### src/rtl/bmm_pkg.sv
// Types and constants of the banked memory mapper.
`default_nettype none
package bmm_pkg;

    localparam int DESC_COUNT = 4;
    localparam int DESC_W     = 44;
    localparam int REG_W      = 2;
    localparam int BANK_W     = 3;
    localparam int CNT_W      = 4;
    localparam int ADDR_W     = 16;

    typedef enum logic [2:0] {
        OP_READ    = 3'd0,
        OP_WRITE   = 3'd1,
        OP_READ16  = 3'd2,
        OP_WRITE16 = 3'd3,
        OP_SWITCH  = 3'd4,
        OP_LOAD    = 3'd5
    } op_t;

    typedef enum logic [1:0] {
        ST_OK        = 2'd0,
        ST_UNMAPPED  = 2'd1,
        ST_NO_REGION = 2'd2,
        ST_BANK_OOR  = 2'd3
    } status_t;

    // Region descriptor as written through the configuration port.
    typedef struct packed {
        logic [7:0]        mask;
        logic [CNT_W-1:0]  count;
        logic [ADDR_W-1:0] high;
        logic [ADDR_W-1:0] low;
    } desc_t;

    // Result of mapping one address.
    typedef struct packed {
        logic              hit;
        logic [REG_W-1:0]  region;
        logic [BANK_W-1:0] bank;
        logic [ADDR_W-1:0] off;
        logic              writable;
    } map_t;

    // Result of matching a bank switch range.
    typedef struct packed {
        logic             hit;
        logic [REG_W-1:0] region;
    } sw_t;

endpackage
`default_nettype wire

### src/rtl/bmm_regions.sv
// Region descriptors, current bank pointers, address mapping and switch matching.
`default_nettype none
module bmm_regions #(
    parameter int NUM_REGIONS  = 4,
    parameter int NUM_BANKS    = 4,
    parameter int REGION_BYTES = 16384
) (
    input  logic                          clk,
    input  logic                          rst_n,
    input  logic                          cfg_write,
    input  logic [bmm_pkg::REG_W-1:0]     cfg_index,
    input  bmm_pkg::desc_t                cfg_desc,
    input  logic [bmm_pkg::ADDR_W-1:0]    lookup_addr,
    output bmm_pkg::map_t                 map,
    input  logic                          sw_apply,
    input  logic [bmm_pkg::ADDR_W-1:0]    sw_low,
    input  logic [bmm_pkg::ADDR_W-1:0]    sw_high,
    output bmm_pkg::sw_t                  sw,
    input  logic [bmm_pkg::REG_W-1:0]     load_region,
    output logic [bmm_pkg::CNT_W-1:0]     load_count
);
    import bmm_pkg::*;

    localparam int NREG = (NUM_REGIONS < DESC_COUNT) ? NUM_REGIONS : DESC_COUNT;
    localparam int RIW  = (NREG > 1) ? $clog2(NREG) : 1;

    desc_t             desc_reg [NREG];
    logic [BANK_W-1:0] bank_reg [NREG];

    logic [CNT_W-1:0]  cnt_eff [NREG];
    logic [ADDR_W-1:0] diff [NREG];
    logic [BANK_W:0]   bank_inc;
    logic [BANK_W-1:0] bank_next;
    logic              cfg_hit;

    // Counts above the bank capacity act as the capacity.
    always_comb
    begin
        for (int r = 0; r < NREG; r++)
        begin
            cnt_eff[r] = (desc_reg[r].count > CNT_W'(NUM_BANKS)) ?
                         CNT_W'(NUM_BANKS) : desc_reg[r].count;
            diff[r]    = lookup_addr - desc_reg[r].low;
        end
    end

    // Scan downward so the lowest matching region wins.
    always_comb
    begin
        map = '0;
        for (int r = NREG - 1; r >= 0; r--)
        begin
            if (cnt_eff[r] != '0 && lookup_addr >= desc_reg[r].low &&
                lookup_addr <= desc_reg[r].high &&
                {1'b0, diff[r]} < (ADDR_W + 1)'(REGION_BYTES))
            begin
                map.hit      = 1'b1;
                map.region   = REG_W'(r);
                map.bank     = bank_reg[r];
                map.off      = diff[r];
                map.writable = desc_reg[r].mask[bank_reg[r]];
            end
        end
    end

    always_comb
    begin
        sw = '0;
        for (int r = NREG - 1; r >= 0; r--)
        begin
            if (cnt_eff[r] != '0 && desc_reg[r].low == sw_low &&
                desc_reg[r].high == sw_high)
            begin
                sw.hit    = 1'b1;
                sw.region = REG_W'(r);
            end
        end
    end

    // Step the pointer and wrap at the bank count.
    always_comb
    begin
        bank_inc  = {1'b0, bank_reg[sw.region[RIW-1:0]]} + 1'b1;
        bank_next = (bank_inc >= cnt_eff[sw.region[RIW-1:0]]) ? '0 : bank_inc[BANK_W-1:0];
    end

    assign cfg_hit    = cfg_write && ({1'b0, cfg_index} < (REG_W + 1)'(NREG));
    assign load_count = ({1'b0, load_region} < (REG_W + 1)'(NREG)) ?
                        cnt_eff[load_region[RIW-1:0]] : '0;

    always_ff @(posedge clk or negedge rst_n)
    begin
        if (!rst_n)
        begin
            for (int r = 0; r < NREG; r++)
            begin
                desc_reg[r] <= '0;
                bank_reg[r] <= '0;
            end
        end
        else if (cfg_hit)
        begin
            desc_reg[cfg_index[RIW-1:0]] <= cfg_desc;
            bank_reg[cfg_index[RIW-1:0]] <= '0;
        end
        else if (sw_apply && sw.hit)
        begin
            bank_reg[sw.region[RIW-1:0]] <= bank_next;
        end
    end

endmodule
`default_nettype wire

### config.mk
export PLATFORM = sky130hd
export DESIGN_NAME = bmm_regions
export DESIGN_NICKNAME = d
export VERILOG_FILES = /design/src/rtl/bmm_pkg.sv /design/src/rtl/bmm_regions.sv
export SDC_FILE = /design/constraint.sdc
export NUM_CORES = 1
export LEC_CHECK = 0
export BUFFER_PORTS_ARGS = -buffer_cell sky130_fd_sc_hd__buf_2
export CAP_MARGIN = 40
export CORE_MARGIN = 1.5
export CORE_UTILIZATION = 50
export CTS_CLUSTER_SIZE = 20
export DETAILED_ROUTE_END_ITERATION = 10
export PLACE_DENSITY_LB_ADDON = 0.05
export SYNTH_ARGS = -nofsm -noshare
export SYNTH_HDL_FRONTEND = slang
export SYNTH_SLANG_ARGS = --single-unit
### constraint.sdc
create_clock -name clk -period 12.51 [get_ports clk]
set_input_delay 0 -clock clk [delete_from_list [all_inputs] [get_ports clk]]
set_output_delay 0 -clock clk [all_outputs]
set_load 0.01 [all_outputs]
; ---- After elaboration in Yosys (flattened, before gate mapping)
; Index checks and enable logic that the tools add are counted.
[word_totals]
regBits = 188
latchBits = 0
mem_bits_rw = 0
rom_bits = 0
in_bits = 100
out_inout_bits = 30
wordCells = 132
n_memories = 0
[classes]
add_sub_neg = 5
mul = 0
div = 0
magnitude_cmp = 26
n_eq_ne = 8
n_shift = 0
mux = 40
n_bitwise = 5
reduce_logical = 28
[ops]
columns = op, count
row1 = $bwmux W176, 1
row2 = $eq A16 B16 Y1, 8
row3 = $mux W23, 4
row4 = $demux W44 S2, 1
row5 = $ge A16 B16 Y1, 4
row6 = $le A16 B16 Y1, 4
row7 = $lt A16 B15 Y1 const B, 4
row8 = $sub A16 B16 Y16, 4
row9 = $mux W44, 1
row10 = $mux W4, 8
row11 = $mux W3, 9
row12 = $mux W12, 2
row13 = $logic_and A1 B1 Y1, 23
row14 = $bmux W4 S2, 2
row15 = $gt A4 B3 Y1 const B, 4
row16 = $lt A3 B4 Y1 const B, 4
row17 = $reduce_bool A4 Y1, 4
row18 = $and A12 B12 Y12, 1
row19 = $bmux W1 S3, 4
row20 = $bwmux W12, 1
row21 = $demux W3 S2, 2
row22 = $not A12 Y12, 1
row23 = $ge A3 B3 Y1 const B, 3
row24 = $not A2 Y3, 3
row25 = 6 further kinds, 10

; ---- Depth between registers and ports, before layout
; Gate-level depths: netlist of the first run.
[logic_depth]
depth_word = 19
mapped_depth = 20
depth_no_buf = 19

; ---- Worst setup path after synthesis of the first run
; OpenSTA, ideal clock, no wires.
[synth_timing]
path_type = reg-to-reg
startpoint = register desc_reg[58] in the netlist's numbering
endpoint = register bank_reg[4] in the netlist's numbering
setup_ns = 0.083
arrival_time_ns = 3.983
required_ns = 12.427
setup_slack_ns = 8.444
stages_incl_launch_ff = 18
path_buffers = 0
synth_period_minus_slack_ns = 4.066
cell_sequence = dfrtp_1 > xnor2_1 > nand4_1 > or4_4 > or4b_4 > a31oi_4 > nand2b_1 > o21ai_0 > ha_1 > xnor2_2 > inv_1 > ha_1 > a21o_1 > a211o_1 > inv_1 > nand2_1 > or3_1 > o21ai_0
[synth_via]
elab_chain_len = 16
elab_cells_between_ends = 26
classes_between = add/sub (1) / order compare (3) / eq/ne (1) / mux (15) / bitwise (1) / reduce/logical (5)
[synth_lines]
columns = item, line
row1 = start: declaration, bmm_regions.sv:27  ; desc_t desc_reg [NREG];
row2 = start signal: indexed assignment, bmm_regions.sv:103  ; desc_reg[cfg_index[RIW-1:0]] <= cfg_desc;
row3 = $eq A16 B16 Y1 *, bmm_regions.sv:71  ; if (cnt_eff[r] != '0 && desc_reg[r].low == sw_low &&
row4 = $logic_and A1 B1 Y1 * (2 in series), bmm_regions.sv:71
row5 = $mux W3 * (3 in series), bmm_regions.sv:71
row6 = $not A2 Y3 (not written as such), "bmm_regions.sv:83, bmm_regions.sv:84, bmm_regions.sv:108"
row7 = $bmux W3 S2, bmm_regions.sv:83  ; bank_inc = {1'b0, bank_reg[sw.region[RIW-1:0]]} + 1'b1;
row8 = $mux W3 (not written as such) (2 in series), bmm_regions.sv:83
row9 = $add A3 B1 Y4, bmm_regions.sv:83
row10 = $ge A4 B4 Y1, bmm_regions.sv:84  ; bank_next = (bank_inc >= cnt_eff[sw.region[RIW-1:0]]) ? '0 : bank_inc[BANK_W-1:0];
row11 = $mux W3, bmm_regions.sv:84
row12 = $bwmux W12, bmm_regions.sv:108  ; bank_reg[sw.region[RIW-1:0]] <= bank_next;
row13 = $mux W12, bmm_regions.sv:106  ; else if (sw_apply && sw.hit)
row14 = $mux W12, bmm_regions.sv:101  ; else if (cfg_hit)
row15 = end signal: indexed assignment, bmm_regions.sv:108
row16 = end: declaration, bmm_regions.sv:28  ; logic [BANK_W-1:0] bank_reg [NREG];
; Mark *: on every way between the ends. The rest lies on a longest branch, timed or not. The select of a mux whose other input is x is not followed.
; A chain may end at the register's enable or synchronous reset.

; ---- Worst setup path after layout of the first run
[layout_timing]
startpoint = register desc_reg[45] in the netlist's numbering
endpoint = register bank_reg[1] in the netlist's numbering
; The elaborated chain is that of the path after synthesis.

==> results of run 1 <==
[cell families after synthesis]
kind of cell	count (synthesis)	synth area share [%]
simple gates	353	12.6
compound gates	326	14.5
buf+inv	194	5.10
flops	188	32.3
xor+xnor	168	10.1
mux	165	13.4
fa+ha+maj	137	12.0
other cells	2	0.0515
[cells in the mapped netlist (21+ instances only)]
master | n | share of area [%]
a21oi_1 | 78 | 2.7
ha_1 | 133 | 11
nand4_1 | 29 | 1.2
nor2_1 | 62 | 1.6
nor3_1 | 23 | 0.79
xnor2_1 | 60 | 3.6
dfrtp_1 | 188 | 32
nand3_1 | 32 | 1.1
inv_1 | 152 | 3.9
nand2b_1 | 21 | 0.90
a21o_1 | 28 | 1.4
nand2_1 | 90 | 2.3
clkbuf_1 | 35 | 0.90
mux2_2 | 149 | 12
nor4_1 | 26 | 1.1
o21ai_0 | 84 | 2.9
xor2_1 | 107 | 6.4
[layout by cell type (no fill, tap or decap), drive strengths merged, types with 14 or more instances in the layout]
master and count:
mux2 149, nor4 27, nand3 32, buf 140
nor3 24, o211ai 17, nor2b 17, a21o 28
a21oi 78, nand2 90, clkbuf 18, dlygate4sd3 48
a221oi 14, xnor2 61, ha 133, o21a 14
a211oi 15, inv 160, nor2 62, nand4 29
o21ai 84, a31oi 17, xor2 107, dfrtp 188
nand2b 21
[layer usage]
metal	up-vias	part of all wire [%]	track usage [%]
met4	0	2.4	9.16
met2	382	45	49.5
met3	54	5.6	3.38
li1	5833	-	-
met5	-	0	0
met1	6062	47	45.9
[metrics by stage]
step	setup WS, ns	area [sq um]	hold WS (ns)	util, %	total power (uW)
3_5_place_dp	7.64	15700	-0.0941	54.7	1900
6_report	7.59	16800	0.0279	58.5	2470
3_3_place_gp	7.60	15600	0.215	54.5	1880
5_1_grt	7.28	16800	0.0354	58.5	2620
4_1_cts	7.60	16800	0.00785	58.5	2460
2_1_floorplan	8.44	14600	-0.296	-	1540
[power by group through the flow]
| stage | sequential, uW | combinational (uW) | clock, uW |
|---|---|---|---|
| final | 837 | 1080 | 548 |
| after global routing | 852 | 1190 | 579 |
| after CTS | 834 | 1070 | 554 |
| after detailed placement | 846 | 1050 | 0 |
| after global placement | 841 | 1040 | 0 |
| after floorplan | 802 | 736 | 0 |
[path summary, 6_finish.rpt]
path                            cells after the start             to          start
worst max-delay path                               17    bank_reg[1]   desc_reg[45]
worst min-delay path                                4    bank_reg[1]   cfg_index[0]
worst max register to register                     17    bank_reg[1]   desc_reg[45]
worst min register to register                      1  desc_reg[124]  desc_reg[124]
max in group asynchronous                           5   desc_reg[82]          rst_n
min in group asynchronous                           3   desc_reg[62]          rst_n
[worst reg2reg max path: cells and delay by family, from the launching register on]
family	cells	cell delay [ns]
AOI/OAI and AO/OA	5	0.88
xor gates and xnor gates	1	0.29
adders and majority gates	2	0.59
buffers and inverters	1	0.11
DFF	1	0.45
and+or+nand+nor	8	2.51
[cell type report]
class                   instances  area share (%)
multi-input cells            1153            54.6
flip-flops and latches        188            28.0
inverters                     152            3.40
repair buffers                190            7.68
clock buffers                  17            2.53
well taps                     384            2.86
clock inverters                15           0.909
[repair_timing]
action                                  CTS  global route
hold endpoints to repair                295             0
endpoints found under the setup margin    0             0
hold buffers                             49             0
==> flow_summary.json, run 1 <==
{
  "ys_types": 75,
  "synth-async-reset-ratio_pct": 100,
  "fp.coreArea_sq_um": 28700,
  "overflow": 0,
  "path_clk_slew_ns": 0.08,
  "regArea_sq_um": 4700,
  "vias_per_cell": 5.87,
  "period_share_pct": 39.4,
  "synth-edff-count": 0,
  "cts_resized": 0,
  "critPathKind": "flip-flop to flip-flop",
  "path_cells": "xnor2_1 -> nand4_1 -> or4_4 -> nor4b_2 -> nor2_1 -> nand2_1 -> o22ai_1 -> nor3_1 -> ha_1 -> ha_1 -> a21o_1 -> a21o_1 -> a211o_1 -> inv_1 -> nand2_1 -> or3_1 -> o21ai_0",
  "reg2reg_setup_slack_ns": 7.59,
  "status": "complete, no violations",
  "end_kind": "flip-flop",
  "grt_setup_unrepaired": "no",
  "area_delta_synth_final_pct": 15.1,
  "yosysWarnings": 0,
  "cts.path.max_buffers": 2,
  "place_congestion": 1.00,
  "routed_wl_um": 46800,
  "critical_path.top_delay_family": "simple AND/OR/NAND/NOR gates",
  "instances_no_fill": 2099,
  "power.density_nw_per_um2": 147,
  "cts_root_buffer": "clkbuf_16",
  "skew_ns": 0.0143,
  "numClockSinks": 188,
  "ant_nets": 0,
  "drt-initial-drc-count": 1108,
  "dp.cells": 2018,
  "cp_max_fo": 8,
  "dpl.hpwl_um": 37000,
  "rows": 62,
  "io_pins": 130,
  "grt_pass1_vias": 12000,
  "cts_setup_buffers": 0,
  "worst_pin_slew_ns": 0.986,
  "power.internal_uw": 1480,
  "cts_max_level": 4,
  "die-width_um": 174,
  "yosysSeqAreaShare_pct": 32.3,
  "synth.avg_cell_area_sq_um": 9.51,
  "min_period_ns": 4.92,
  "start_util_pct": 50.8,
  "drtPass1Iterations": 5,
  "power.leakage_uw": 0.00777,
  "switching_power_uw": 989,
  "critPathArrivalTime_ns": 5.29,
  "grt_pass1_wl_um": 71600,
  "swShare_pct": 40.1,
  "multi_input_area_sq_um": 9170,
  "cp_data_required_time_ns": 12.87,
  "final_max_slew_viol_count": 0,
  "dr_total_vias": 12300,
  "drive_above_1_share_pct": 20.5,
  "max_stage_delay_ns": 0.72,
  "antenna_found_initial": 0,
  "setup_viol": 0,
  "ys.flop_type": "dfrtp_1",
  "portBuffers": 126,
  "slew_headroom_pct": 33.3,
  "max_cap_violations": 0,
  "cts_made_buffers": 17,
  "clock_latency_ns": 0.45,
  "die_area_sq_um": 30200,
  "largest_reg_flops": 176,
  "hold_class": "primary input to flip-flop",
  "p_seq_share_pct": 33.9,
  "fp.dieH_um": 174,
  "cts_tree": "yes",
  "p_clk_share_pct": 22.2,
  "fillers": 2656,
  "wl_per_cell_um": 22.3,
  "grtUsageTotal_pct": 31.5,
  "ys_ff_latch": 188,
  "start_kind": "flip-flop",
  "n_antenna_cell": 0,
  "peakVddDrop_v": 0.0000877,
  "cp_num_buf_inv": 1,
  "final_nets": 1939,
  "combinationalPowerShare_pct": 43.8,
  "syn-cell-area_sq_um": 14600,
  "crit_path_top_delay_cell": "nor4b_2",
  "grt_start_max_net_pins": 91,
  "drc_errors": 0,
  "max_freq_mhz": 203,
  "setup_tns_ns": 0,
  "synth_cells": 1533,
  "hold_viol_final": 0
}
Power figures use the tool's default switching activity.
==> run 2, diff against run 1 <==
- ABC_AREA: default -> 1
- clock period: 12.51 -> 5.2 ns (I/O delays scaled with it)
==> run 2 against run 1 <==
  * Critical path depth increased by 9
  * Sequential share of layout area decreased by 0.68 points
  * Routed wire length increased by 21%
  * Clock skew decreased by 0.0055 ns
  * Die area increased by 3.6%
  * Non-clock buffer count decreased by 7
  * Total power increased by 130%
  * Combinational power increased by 120%
  * Setup slack got worse by 7.0 ns
  * Global-route usage increased by 5.5 points
  * Synthesized cell count increased by 42%
==> flow_summary.json, run 2 <==
{
  "max_freq_mhz": 215,
  "die-width_um": 177,
  "fp.dieH_um": 177,
  "cts.path.max_buffers": 2,
  "dp_slack_ns": 0.636,
  "io_pins": 130,
  "cts_made_buffers": 17,
  "min_period_ns": 4.65,
  "swShare_pct": 42.6,
  "hold_viol_final": 0,
  "clock_latency_ns": 0.46,
  "start_util_pct": 50.9,
  "p_seq_share_pct": 33.7,
  "synth-async-reset-ratio_pct": 100,
  "cts_resized": 0,
  "peakVddDrop_v": 0.000330,
  "skew_ns": 0.00884,
  "cts_tree": "yes",
  "synth_cells": 2178,
  "power.density_nw_per_um2": 333,
  "place_congestion": 1.01,
  "synth_area_leaders": "dfrtp_1 31%, nand2_1 17%, ha_1 11%",
  "syn-cell-area_sq_um": 15100,
  "grtUsageTotal_pct": 37.0,
  "grt_start_max_net_pins": 81,
  "layout_common_cells": "667 x nand2_1, 266 x inv_1, 243 x o21ai_0",
  "end_kind": "flip-flop",
  "yosysMostFrequentCell": "nand2_1",
  "slew_headroom_pct": 41.1,
  "power.leakage_uw": 0.00896,
  "overflow": 0,
  "max_stage_delay_ns": 0.44,
  "synth-edff-count": 0,
  "drc_errors": 0,
  "start_kind": "flip-flop",
  "path_clk_slew_ns": 0.08,
  "crit_path_top_delay_cell": "a31oi_1",
  "drtPass1Iterations": 6,
  "multi_input_area_sq_um": 9070,
  "combinationalPowerShare_pct": 42.4,
  "p_total_uw": 5730,
  "final_max_slew_viol_count": 0,
  "drt-initial-drc-count": 1633,
  "yosysWarnings": 0,
  "portBuffers": 126,
  "yosysSeqAreaShare_pct": 31.1,
  "reg2reg_depth": 26,
  "vias_per_cell": 5.62,
  "antenna_found_initial": 2,
  "met2_usage_pct": 57.2,
  "grt_setup_unrepaired": "no",
  "busiest_layer": "met2",
  "largest_reg_flops": 176,
  "netlist_top_cells_count": "670 x nand2_1, 266 x inv_1, 243 x o21ai_0",
  "critPathKind": "flip-flop to flip-flop",
  "rows": 63,
  "final_nets": 2565,
  "grt_pass1_vias": 14400,
  "fin_ws_ns": 0.547,
  "cp_data_required_time_ns": 5.55,
  "yosys.area.top_type": "dfrtp_1",
  "period_share_pct": 89.5,
  "ys.flop_type": "dfrtp_1",
  "ys_types": 58,
  "status": "complete, no violations",
  "met3_usage_pct": 7.30,
  "crit_top_cell": "inv_1",
  "numClockSinks": 188,
  "layout_commonest_cell": "nand2_1",
  "power.internal_uw": 3290,
  "critical_path.top_delay_family": "simple AND/OR/NAND/NOR gates",
  "p_clk_share_pct": 23.9,
  "grt_pass1_wl_um": 85700,
  "cp_max_fo": 10,
  "switching_power_uw": 2440,
  "fp.coreArea_sq_um": 29700,
  "ys_ff_latch": 188,
  "crit_cells": 26,
  "cts_max_level": 4,
  "cp_num_buf_inv": 5,
  "setup_tns_ns": 0,
  "critPathArrivalTime_ns": 5.00,
  "synthDominantCellAreaShare_pct": 31.1,
  "synth.avg_cell_area_sq_um": 6.94,
  "wl_per_cell_um": 20.7,
  "routed_wl_um": 56500,
  "ant_nets": 0,
  "cts_root_buffer": "clkbuf_16",
  "max_cap_violations": 0,
  "area_delta_synth_final_pct": 13.9,
  "dr_total_vias": 15300,
  "whs_path_depth": 4,
  "worst_pin_slew_ns": 0.883,
  "use_met1_pct": 51.6,
  "fillers": 2916,
  "drive_above_1_share_pct": 10.9,
  "setup_viol": 0,
  "die_area_sq_um": 31300,
  "hold_class": "primary input to flip-flop",
  "dpl.hpwl_um": 45100,
  "regArea_sq_um": 4700
}
-- run 2: kinds of logic (layout without fill, tap and decap cells) --
logic type               count (synthesis)  count (layout)  synth area share (%)
XOR/XNOR                                91              91                  5.27
other                                    2               5                0.0497
AO/OA/AOI/OAI                          450             450                  16.7
buffers and inverters                  351             511                  9.04
AND/OR/NAND/NOR                        959             959                  26.3
flip-flops                             188             188                  31.1
adder cells (fa/ha/maj)                137             137                  11.5
-- run 2: layout make-up --
class	instances	area share, %
Antenna cell	1	0.0145
Clock buffer	18	2.55
Inverter	297	6.49
Multi-Input combinational cell	1641	52.7
Timing Repair Buffer	183	7.16
Sequential cell	188	27.3
Tap cell	390	2.84
Clock inverter	13	0.894
-- run 2: worst paths after layout --
kind,startpoint,endpoint,slack [ns]
min in group asynchronous,rst_n,desc_reg[106],0.08
worst min-delay path,cfg_index[0],desc_reg[168],0.02
worst max register to register,desc_reg[122],bank_reg[4],0.55
worst min register to register,desc_reg[110],desc_reg[110],0.49
max in group asynchronous,rst_n,desc_reg[125],3.88
worst max-delay path,desc_reg[122],bank_reg[4],0.55
-- run 2: routing by layer --
layer | up-vias | routed length [um]
li1 | 7348 | -
met1 | 7227 | 24800
met2 | 649 | 24600
met3 | 110 | 5150
met4 | 2 | 1880
met5 | - | 13
-- run 2: power by group through the flow --
stage               registers, uW  clock network [uW]  logic (uW)
floorplan                    1860                   0        1600
global route                 1960                1440        2700
global placement             1940                   0        2330
CTS                          1920                1380        2390
detailed placement           1950                   0        2350
finish                       1930                1370        2430
-- run 2: tightest hold or removal path: stages --
cell	delay, ns
buf_2	0.10
nor2_1	0.07
nand2_2	0.16
o21ai_0	0.09
-- run 2: per-stage QoR --
stage	util (%)	cells	hold slack, ns	instance area (sq um)
2_1_floorplan	-	2180	-0.296	15100
3_3_place_gp	54.1	2651	0.00684	16100
3_5_place_dp	54.4	2654	0.00349	16200
6_report	57.9	2731	0.0159	17200
5_1_grt	57.9	2730	0.0438	17200
4_1_cts	57.9	2730	0.00311	17200
-- run 2: repair_timing --
| action | in CTS | in global routing |
|---|---|---|
| hold buffers | 45 | 0 |
| setup buffers | 0 | 0 |
| endpoints found under the hold margin | 238 | 0 |
